<file path="src/uvsv_div.sv">
`timescale 1ns / 1ps
`default_nettype none
// ----------------------------------------------------------------------------
// uvsv_div
// Pipelined restoring divider, one quotient bit per stage. The quotient is
// known to fit in QW bits, so the top DW numerator bits start the remainder.
// ----------------------------------------------------------------------------
module uvsv_div
#(
    parameter int DW = 11,
    parameter int QW = 17
)
(
    input  logic               clk,
    input  logic [DW+QW-1:0]   num,
    input  logic [DW-1:0]      den,
    output logic [QW-1:0]      quo
);

    logic [DW-1:0] rem_reg  [QW];
    logic [DW-1:0] rem_next [QW];
    logic [QW-1:0] lo_reg   [QW];
    logic [QW-1:0] lo_next  [QW];
    logic [QW-1:0] q_reg    [QW];
    logic [QW-1:0] q_next   [QW];

    // den is live; the user must alter it only while no request is in flight; unchecked
    always_comb
    begin
        logic [DW:0]   trial;
        logic [DW-1:0] rin;
        logic [QW-1:0] lin;
        logic [QW-1:0] qin;
        for (int k = 0; k < QW; k++)
        begin
            if (k == 0)
            begin
                rin = num[DW+QW-1:QW];
                lin = num[QW-1:0];
                qin = '0;
            end
            else
            begin
                rin = rem_reg[k-1];
                lin = lo_reg[k-1];
                qin = q_reg[k-1];
            end
            trial = {rin, lin[QW-1]};
            lo_next[k] = lin << 1;
            if (trial >= {1'b0, den})
            begin
                rem_next[k] = DW'(trial - {1'b0, den});
                q_next[k]   = {qin[QW-2:0], 1'b1};
            end
            else
            begin
                rem_next[k] = trial[DW-1:0];
                q_next[k]   = {qin[QW-2:0], 1'b0};
            end
        end
    end

    always_ff @(posedge clk)
    begin
        for (int k = 0; k < QW; k++)
        begin
            rem_reg[k] <= rem_next[k];
            lo_reg[k]  <= lo_next[k];
            q_reg[k]   <= q_next[k];
        end
    end

    assign quo = q_reg[QW-1];

endmodule
`default_nettype wire

</file>
<file path="config.mk">
export PLATFORM = sky130hd
export DESIGN_NAME = uvsv_div
export DESIGN_NICKNAME = d
export VERILOG_FILES = /design/src/uvsv_div.sv
export SDC_FILE = /design/constraint.sdc
export NUM_CORES = 1
export LEC_CHECK = 0
export ABC_AREA = 1
export BUFFER_PORTS_ARGS = -buffer_cell sky130_fd_sc_hd__buf_2
export CAP_MARGIN = 15
export CORE_MARGIN = 2
export CORE_UTILIZATION = 43
export DETAILED_ROUTE_END_ITERATION = 12
export PLACE_DENSITY_LB_ADDON = 0.2
export SYNTH_ARGS = -nofsm -noshare
export SYNTH_HDL_FRONTEND = slang
export SYNTH_SLANG_ARGS = --single-unit
export TNS_END_PERCENT = 5
</file>
<file path="constraint.sdc">
create_clock -name clk -period 1.8 [get_ports clk]
set_clock_uncertainty 0.15 [all_clocks]
set_input_delay 0.09 -clock clk [delete_from_list [all_inputs] [get_ports clk]]
set_output_delay 0.09 -clock clk [all_outputs]
set_load 0.05 [all_outputs]
</file>
# [After elaboration in Yosys (flattened, before gate mapping)]
# Memories as Yosys holds them, arrays and structs flattened.
# Index checks and enable logic that the tools add are counted.
[word_totals] ff_bits=0 mem_bits_rw=748 inputBits=40 output_inout_bits=17 wordCells=71 n_memories=3
[classes] add_sub_neg=17 n_lt_le_gt_ge=17 mux=34
[memory_table] memory="q_reg" depth=17 word_bits=17 read_ports=17 rd_ports_with_merged_regs=0 write_ports=17 line_no="24" rtl="logic [QW-1:0] q_reg [QW];"
[memory_table] memory="lo_reg" depth=17 word_bits=16 read_ports=16 rd_ports_with_merged_regs=0 write_ports=17 line_no="22" rtl="logic [QW-1:0] lo_reg [QW];"
[memory_table] memory="rem_reg" depth=17 word_bits=11 read_ports=16 rd_ports_with_merged_regs=0 write_ports=17 line_no="20" rtl="logic [DW-1:0] rem_reg [QW];"
[ops] operator="12-bit by 11-bit >= comparator with 1-bit output" count=17
[ops] operator="11-bit two-way mux" count=17
[ops] operator="11-bit subtractor" count=17
[ops] operator="1-bit two-way mux" count=17

# [Longest topological paths before layout]
# An unclocked memory read counts as a cell.
[logic_depth] word_depth=3 ltp_mapped=11 depth_no_buf=11

# [Worst setup path before layout]
# OpenSTA, ideal clock, no wires.
[synth_path] kind="flip-flop to flip-flop" startpoint="memory lo_reg[0][207] (netlist name)" endpoint="memory rem_reg[13][2], in the netlist rem_reg[0][145]" setup_time_ps=114 t_arrival_ps=1573 required_ps=1536 path_slack_ps=-37 stages_incl_launch_ff=11 path_buffers=1 period_less_slack_ps=1837 cell_sequence="dfxtp_1 -> inv_1 -> ha_1 -> fa_1 -> inv_1 -> nand3_1 -> nand3_2 -> nand2_2 -> nand4_4 -> buf_12 -> o21ai_2"
[synth_lines] item="start: declaration" line_no="22"
[synth_lines] item="end: declaration" line_no="20"

==> metrics.csv <==
metric;value;unit
status;finished with violations;
failing checks;negative setup slack;
startpoint types;flop;
n_diodes;0;
DIE HEIGHT;241;µm
DR pass1 iterations;6;
RSZ-0062 raised after global routing;true;
max-slew violations;0;
total track usage;0.217;
netlist area before placement;24100;µm²
Buffers on Ports;56;
chip width;241;µm
total number of vias;21136;
die area;57900;µm²
area grow syn2layout;37.6;%
H-tree depth;2;
Sink Count;465;
Hold Worst Slack;28.6;ps
critical path type;flop to flop;
clock latency on the worst-skew pair;590;ps
Final Wtd Congestion;0.911;
average cell area after synthesis;8.05;µm²
Pleak;16.5;nW
pwr dens;1910;nW/µm²
placement row count;86;
f_max;0.538;GHz
root buffer cell;clkbuf_16;
first-pass GRT wire length;101;mm
Distinct cells, synth;31;
DRC Markers;0;
fin crit share;1.03;
post-route core utilization;0.600;
WP data arrival;2250;ps
vias per inst;4.78;
Starting Density;0.436;
fill cell count;4742;
Post-Syn Nets;3235;
max-cap violations;0;
HP Class;input pin to flop;
Worst-path clk slew;60;ps
TritonCTS clock tree;built;
synth warn;0;
initial antenna violation count;1;
DR WL/cell;14.3;µm
Relative slew margins;0.777;
Non-Filler Instances;4424;
share of layout cells above drive strength 1;0.343;
Fin. Hold Viols;0;
drt total wl;63.4;mm
dpl hpwl;45.4;mm
setup ws final;-58.0;ps
crit-path max FO;4;
CP Data Required Time;2190;ps
total gr overflow;0;
final setup violation count;65;
worst-case clock buffer depth;3;
setup tns final;-1310;ps
Slew @ Worst Pin;334;ps
max reg flops;176;
nets;3883;
Worst IR Drop VDD;0.887;mV
Period minus WS final;1860;ps
Cells after DPL;4249;
I/O pin count;57;
Crit. End Element;flop;
Post-Syn Instances;2992;
largest net degree at the start of global routing;18;
Num CTS Buffers;50;
drt initial violations;1164;
vias in the first global route;20943;
Antenna Nets Post-Route;0;
post-synthesis sequential area ratio;0.387;
core footprint;55200;µm²
register bit total from synthesis;465;
[repair_timing]
action	CTS	global route
setup endpoints to repair	174	182
pin swaps	22	63
endpoints found under the hold margin	31	1
hold buffers	47	1
resized for setup	148	189
gates cloned	9	7
buffers inserted	9	14
[cells in the mapped netlist]
cell type / n / share of area
a21o_1: 1 / 0.00031
a21oi_1: 52 / 0.011
a21oi_2: 10 / 0.0036
a21oi_4: 6 / 0.0041
and2_0: 1 / 0.00026
and2_1: 15 / 0.0039
and3_1: 1 / 0.00026
buf_12: 16 / 0.013
buf_2: 16 / 0.0033
dfxtp_1: 465 / 0.39
fa_1: 16 / 0.013
ha_1: 187 / 0.097
inv_1: 422 / 0.066
inv_2: 24 / 0.0037
nand2_1: 898 / 0.14
nand2_2: 67 / 0.017
nand2_4: 1 / 0.00047
nand3_1: 126 / 0.026
nand3_2: 100 / 0.042
nand3_4: 16 / 0.012
nand3b_1: 64 / 0.020
nand4_1: 145 / 0.038
nand4_4: 16 / 0.014
nor2_1: 116 / 0.018
nor2_2: 47 / 0.012
nor2_4: 17 / 0.0079
o21ai_0: 34 / 0.0071
o21ai_2: 48 / 0.017
or2_2: 17 / 0.0044
xnor2_1: 16 / 0.0058
xor2_1: 32 / 0.012
[cell families (layout without fill, tap and decap cells)]
kind of cell | Yosys count | count (layout) | share of synthesized area
DFF | 465 | 465 | 0.387
buffers and inverters | 478 | 1152 | 0.0861
AOI/OAI and AO/OA | 151 | 151 | 0.0433
and+or+nand+nor | 1647 | 1657 | 0.356
adders and majority gates | 203 | 203 | 0.110
xor gates and xnor gates | 48 | 48 | 0.0175
[layout make-up]
class,count,area [µm²],share of cell area
clock buffer,59,1350,0.0406
clock inverter,29,458,0.0138
inverter,446,1670,0.0505
multi-input combinational,2059,14200,0.428
sequential,465,9330,0.282
tap,748,936,0.0282
timing repair buffer,618,5200,0.157
[worst max-delay path: stages, from the launching register on]
cell and delay [ps]:
dfxtp_2 320, inv_2 40, ha_4 160, fa_2 360, inv_2 80, nand3_2 80, nand3_4 120, nand2_4 100
nand4_2 210, nand3_2 90, nand2_1 70
[report_power, final]
group / leakage [nW] / internal (mW) / switching, mW
clock: 0.871 / 6.81 / 4.27
sequential: 3.92 / 14.1 / 1.92
combinational: 11.7 / 16.6 / 19.4
total: 16.5 / 37.5 / 25.6
[layout by cell type, fill, tap and decap left out, drive strengths merged, types with 16 or more instances in the layout]
| master | Yosys | layout |
|---|---|---|
| a21oi | 68 | 68 |
| and2 | 16 | 16 |
| buf | 32 | 564 |
| clkbuf | 0 | 65 |
| dfxtp | 465 | 465 |
| dlygate4sd3 | 0 | 48 |
| fa | 16 | 16 |
| ha | 187 | 187 |
| inv | 446 | 452 |
| nand2 | 966 | 967 |
| nand3 | 242 | 242 |
| nand3b | 64 | 64 |
| nand4 | 161 | 170 |
| nor2 | 180 | 180 |
| o21ai | 82 | 82 |
| or2 | 17 | 17 |
| xnor2 | 16 | 16 |
| xor2 | 32 | 32 |
[layer usage]
| metal | global-route usage | part of all wire |
|---|---|---|
| met5 | 0 | 0 |
| met4 | 0.0779 | 0.032 |
| met3 | 0.0319 | 0.041 |
| met2 | 0.378 | 0.48 |
| met1 | 0.273 | 0.45 |
[worst paths after layout]
check / to / start / cells after the start / slack, ps
setup / recovery: rem_reg[0][39] / lo_reg[0][47] / 10 / -60
hold / removal: rem_reg[0][99] / den[0] / 6 / 30
setup reg to reg: rem_reg[0][39] / lo_reg[0][47] / 10 / -60
hold reg to reg: lo_reg[0][25] / lo_reg[0][8] / 0 / 170
[metrics by stage]
step / worst slack (ps) / power [mW] / cell area, µm²
floorplan: -13.4 / 37.0 / 24200
global placement: -301 / 47.6 / 29000
detailed placement: -338 / 48.2 / 29000
CTS: -88.5 / 61.1 / 32000
global route: -151 / 68.1 / 33100
finish: -58.0 / 63.1 / 33100
Power figures use the tool's default switching activity.
